`src/assert_macros.svh`:
```
`ifndef ASSERT_MACROS_SVH
`define ASSERT_MACROS_SVH
// implication check, disabled while reset is high
`define CHK_IMPL(label, clk, rst, ante, cons) \
  label: assert property (@(posedge clk) disable iff (rst) (ante) |-> (cons)) \
    else $error("check failed");
// next-cycle implication check
`define CHK_NEXT(label, clk, rst, ante, cons) \
  label: assert property (@(posedge clk) disable iff (rst) (ante) |=> (cons)) \
    else $error("check failed");
`endif

```
`src/fvc_pkg.sv`:
```
package fvc_pkg;
  localparam int FLOW_FRAC_BITS_DEF = 8;
  localparam int FLOW_WIDTH_DEF = 16;
  localparam logic [7:0] GAIN_RESET = 8'd10;
  localparam int TAN_N = 22;
  localparam int HUE_ZERO_VEC = 90;

  // tan(2m deg) in q16, m = 1..22
  function automatic logic [15:0] tan_q16(input logic [4:0] m);
    logic [15:0] t;
    case (m)
      5'd1: t = 16'd2289;   5'd2: t = 16'd4583;   5'd3: t = 16'd6888;
      5'd4: t = 16'd9210;   5'd5: t = 16'd11556;  5'd6: t = 16'd13930;
      5'd7: t = 16'd16340;  5'd8: t = 16'd18792;  5'd9: t = 16'd21294;
      5'd10: t = 16'd23853; 5'd11: t = 16'd26478; 5'd12: t = 16'd29179;
      5'd13: t = 16'd31964; 5'd14: t = 16'd34846; 5'd15: t = 16'd37837;
      5'd16: t = 16'd40951; 5'd17: t = 16'd44205; 5'd18: t = 16'd47615;
      5'd19: t = 16'd51202; 5'd20: t = 16'd54991; 5'd21: t = 16'd59009;
      5'd22: t = 16'd63287;
      default: t = 16'd0;
    endcase
    return t;
  endfunction
endpackage

```
`src/fvc_value.sv`:
```
module fvc_value
  import fvc_pkg::*;
#(
  parameter int FLOW_WIDTH     = FLOW_WIDTH_DEF,
  parameter int FLOW_FRAC_BITS = FLOW_FRAC_BITS_DEF
) (
  input  logic                         clk,
  input  logic                         en,
  input  logic signed [FLOW_WIDTH-1:0] flow_x,
  input  logic signed [FLOW_WIDTH-1:0] flow_y,
  input  logic [7:0]                   gain,
  output logic [7:0]                   val
);
  localparam int MW = FLOW_WIDTH;
  localparam int CW = 2 * MW + 2 * FLOW_FRAC_BITS + 20;

  // stage 1: magnitudes times gain
  logic [MW-1:0] ax, ay;
  assign ax = flow_x[MW-1] ? MW'(-flow_x) : MW'(flow_x);
  assign ay = flow_y[MW-1] ? MW'(-flow_y) : MW'(flow_y);
  logic [MW+7:0] gx, gy;
  always_ff @(posedge clk) begin
    if (en) begin
      gx <= (MW+8)'(ax) * (MW+8)'(gain);
      gy <= (MW+8)'(ay) * (MW+8)'(gain);
    end
  end

  // stage 2: squares
  logic [2*MW+15:0] sx, sy;
  always_ff @(posedge clk) begin
    if (en) begin
      sx <= (2*MW+16)'(gx) * (2*MW+16)'(gx);
      sy <= (2*MW+16)'(gy) * (2*MW+16)'(gy);
    end
  end

  // stage 3: sum of squares
  logic [2*MW+16:0] s;
  always_ff @(posedge clk) begin
    if (en) s <= {1'b0, sx} + {1'b0, sy};
  end

  // stage 4: rounded root by threshold search, 255 compares in parallel
  // thresholds are ((2k-1)*2^(F-1))^2, k from 1 to 255
  logic [255:0] hit;
  always_comb begin
    logic [CW-1:0] thr;
    hit = '0;
    for (int k = 1; k < 256; k++) begin
      thr = CW'((2 * k - 1) << (FLOW_FRAC_BITS - 1));
      hit[k] = CW'(s) >= thr * thr;
    end
  end
  logic [7:0] kcnt;
  always_comb begin
    kcnt = '0;
    for (int k = 1; k < 256; k++) if (hit[k]) kcnt = 8'(k);
  end
  always_ff @(posedge clk) begin
    if (en) val <= kcnt;
  end
endmodule

```
`config.mk`:
```
export PLATFORM = sky130hd
export DESIGN_NAME = fvc_value
export DESIGN_NICKNAME = d
export VERILOG_FILES = /design/src/assert_macros.svh /design/src/fvc_pkg.sv /design/src/fvc_value.sv
export SDC_FILE = /design/constraint.sdc
export NUM_CORES = 2
export LEC_CHECK = 0
export BUFFER_PORTS_ARGS = -buffer_cell sky130_fd_sc_hd__buf_2
export CORE_MARGIN = 1
export CORE_UTILIZATION = 49
export DETAILED_ROUTE_END_ITERATION = 16
export MAX_ROUTING_LAYER = met4
export PLACE_DENSITY_LB_ADDON = 0.25
export SLEW_MARGIN = 0
export SYNTH_ARGS = -nofsm -noshare
export SYNTH_HDL_FRONTEND = slang
export SYNTH_SLANG_ARGS = --single-unit
```
`constraint.sdc`:
```
create_clock -name clk -period 11.1 [get_ports clk]
set_input_delay 1.11 -clock clk [delete_from_list [all_inputs] [get_ports clk]]
set_output_delay 1.11 -clock clk [all_outputs]
set_load 0.005 [all_outputs]
```
==> impl_metrics.tcl <==
set metrics [dict create \
    outcome "completed" \
    worstReg2RegStart "gx[8]" \
    cts-root-buf "clkbuf_16" \
    synth_xor_area_share_pct 2.914 \
    synth_nets 7863 \
    drive_above_1_share_pct 5.028 \
    postRouteAntennaNets 0 \
    drt-initial-drc-count 5910 \
    synth_compound_area_share_pct 13.20 \
    crit_top_cell "fa_1" \
    syn_inst 6322 \
    dieWidth_um 340.7 \
    finalHoldViolCount 0 \
    cp_max_fo 17 \
    netlist_area_um2 56210 \
    gp_congestion 1.214 \
    synth.area.mux_share_pct 0.09572 \
    postCtsSetupBuffers 0 \
    cp.depth 24 \
    core_um2 113100 \
    relSlewSlack_pct 3.301 \
    max_stage_delay_ns 0.81 \
    synth_edf_count 199 \
    clkLatencyLatePin_ns 0.54 \
    rows 123 \
    area_delta_synth_final_pct 5.652 \
    wirelength_um 237200 \
    grt_max_degree 75 \
    cp.buffers_inverters 3 \
    via_count 49360 \
    fmax_mhz 116.0 \
    min_from "sx[0]" \
    ys_warn_count 0 \
    nNetsFinal 7833 \
    cp_cell_sequence "clkinv_1 -> nor2_1 -> fa_1 -> fa_1 -> fa_1 -> fa_1 -> fa_1 -> inv_1 -> fa_1 -> inv_1 -> fa_1 -> ha_1 -> a21o_1 -> a21o_1 -> a21o_1 -> a221oi_1 -> o22ai_1 -> o21ai_0 -> o311ai_1 -> o21a_1 -> a211o_1 -> a211o_1 -> a21oi_1 -> xnor2_1" \
    most-common-layout-cells "1147 x inv_1, 1012 x fa_1, 582 x nand2_1, 487 x ha_1, 457 x and2_1" \
    startpoint_type "flop" \
    area.sequential_um2 5976 \
    reg2reg_depth 24 \
    finalCritPeriodShare_pct 77.67 \
    vias_per_cell 6.305 \
    synth_simple_gate_area_share_pct 16.85 \
    synth.ff_latch_count 199 \
    synth_cell_type_count 83 \
    grt_pass1_wl_um 347600 \
    reg2reg_to "sx[46]" \
    setup_viol 0 \
    n_fill_cell 10670 \
    drcViolationCount 0 \
    die-area_um2 116100 \
    seq_area_frac_synth_pct 10.63 \
    fin_crit_ns 8.621 \
    port_buffers 49 \
    layout_commonest_cell "inv_1" \
    numCtsBuffers 17 \
    grt_pass1_vias 51220 \
    hold_buffers 0 \
    fin_skew_ns 0.04535 \
    clockBufferDepth 2 \
    antenna_found_initial 19 \
    multi_input_area_um2 45090 \
    crit_required_ns 11.36 \
    grtUsageTotal_pct 42.88 \
    dp_hpwl_um 180600 \
    async_reset_ff_share_pct 0 \
    synth_top_family_by_area "adder cells" \
    maxCapViolCount 0 \
    tns_ns 0 \
    whs_endpoint "s[0]" \
    cts_resized 0 \
    synth_ff_type "edfxtp_1" \
    wl_per_cell_um 30.30 \
    holdPathStages 1 \
    synthAdderAreaFrac_pct 46.88 \
    gr-total-overflow 0 \
    cts_sinks 199 \
    min_path_type "flop to flop" \
    cp_top_family "adder cells" \
    ctsHtreeMaxLevel 4 \
    die_y_um 340.7 \
    endpoint_kind "flop" \
    cts_tree "built" \
    tightest_slew_ns 1.439 \
    num_io_pins 50 \
    avgSynthCellArea_um2 8.891 \
    rsz0062_at_grt "no" \
    rrSetupSlack_ns 2.48 \
    path_clk_slew_ns 0.09 \
    maxSlewViolCount 0 \
    crit_type "flop to flop" \
    dr.pass1.iters 10 \
    start_util_pct 49.69 \
    arrival_ns 8.88 \
    slowest_stage "edfxtp_1" \
]
==> sequential cells by signal, indices dropped and copies added, names as in the netlist <==
name  flops
gx       24
gy       24
s        49
sx       47
sy       47
val       8
==> cells in the mapped netlist (7+ instances only) <==
cell / number / area share (%)
nand4_1: 30 / 0.33
o31ai_1: 39 / 0.52
a221oi_1: 21 / 0.33
a21o_1: 60 / 0.80
o21a_1: 57 / 0.76
or3_1: 29 / 0.32
nand2b_1: 54 / 0.60
nor4_1: 33 / 0.37
a41oi_1: 15 / 0.23
a21oi_1: 292 / 2.6
xnor2_1: 146 / 2.3
nand2_1: 582 / 3.9
clkbuf_1: 238 / 1.6
fa_1: 1012 / 36
o41ai_1: 31 / 0.48
o2111ai_1: 15 / 0.23
and3_1: 20 / 0.22
a211oi_1: 40 / 0.53
a311oi_1: 19 / 0.30
o31a_1: 7 / 0.11
ha_1: 487 / 11
o211ai_1: 30 / 0.40
xor2_1: 41 / 0.64
o311ai_0: 30 / 0.47
a31oi_1: 67 / 0.75
or4_1: 16 / 0.21
edfxtp_1: 199 / 11
o221ai_1: 20 / 0.31
o21bai_1: 14 / 0.19
nor2b_1: 67 / 0.75
nand3_1: 92 / 0.82
o311a_1: 8 / 0.14
a2111oi_0: 24 / 0.37
nor3_1: 139 / 1.2
buf_1: 14 / 0.093
nor2_1: 326 / 2.2
and2_1: 457 / 5.1
a21boi_0: 21 / 0.28
or2_2: 20 / 0.22
inv_1: 1147 / 7.7
o21ai_0: 242 / 2.2
==> metal layers <==
layer / global-route usage [%] / vias to the layer above / routed length, um / part of all wire (%)
li1: - / 20670 / - / -
met4: 22.83 / 0 / 16910 / 7.1
met5: - / - / 0 / 0
met2: 64.47 / 2904 / 104400 / 44
met1: 51.23 / 24860 / 88660 / 37
met3: 13.73 / 921 / 27160 / 11
==> per-stage QoR <==
| stage | instance area (um2) | utilization [%] | setup WS [ns] | hold WS, ns | cells |
|---|---|---|---|---|---|
| floorplan | 56210 | - | 3.742 | 0.5108 | 6322 |
| global placement | 58710 | 51.90 | 2.632 | 0.5613 | 7773 |
| detailed placement | 58710 | 51.90 | 2.516 | 0.5745 | 7773 |
| CTS | 59320 | 52.44 | 2.502 | 0.5979 | 7805 |
| global route | 59370 | 52.49 | 2.006 | 0.6300 | 7822 |
| finish | 59390 | 52.50 | 2.479 | 0.5911 | 7828 |
==> worst register-to-register path, cell delays in order (launching register included) <==
cell and delay (ns):
edfxtp_1 0.81, clkinv_1 0.48, nor2_1 0.22, fa_1 0.49, fa_1 0.51, fa_1 0.58, fa_1 0.44, fa_1 0.49
inv_1 0.05, fa_1 0.52, inv_1 0.05, fa_1 0.47, ha_1 0.37, a21o_1 0.20, a21o_1 0.17, a21o_1 0.17
a221oi_1 0.31, o22ai_1 0.24, o21ai_0 0.50, o311ai_1 0.21, o21a_1 0.26, a211o_1 0.31, a211o_1 0.26, a21oi_1 0.17
xnor2_1 0.08
==> how the worst max path moves through the flow <==
stage                     start     end  slack (ns)
after floorplan           gx[6]  sx[46]        3.74
after global placement    gx[8]  sx[46]        2.63
after detailed placement  gx[8]  sx[44]        2.52
after CTS                 gx[8]  sx[44]        2.50
after global routing      gx[8]  sx[44]        2.01
final                     gx[8]  sx[46]        2.48
==> cell type report <==
cell class	count	share of cell area, %
diodes	23	0.09692
clock buffers	17	0.7163
clock inverters	15	0.3160
inverters	1149	7.262
multi-input cells	4715	75.92
flip-flops and latches	199	10.06
well taps	1500	3.160
repair buffers	210	2.463
==> logic make-up after synthesis <==
family	Yosys count
compound gates	1122
simple gates	1902
flops	199
xor+xnor	187
mux	5
buf+inv	1408
fa+ha+maj	1499
Power is not shown: default switching activity piles up to over one toggle a cycle in this logic, so the estimate is an artifact.
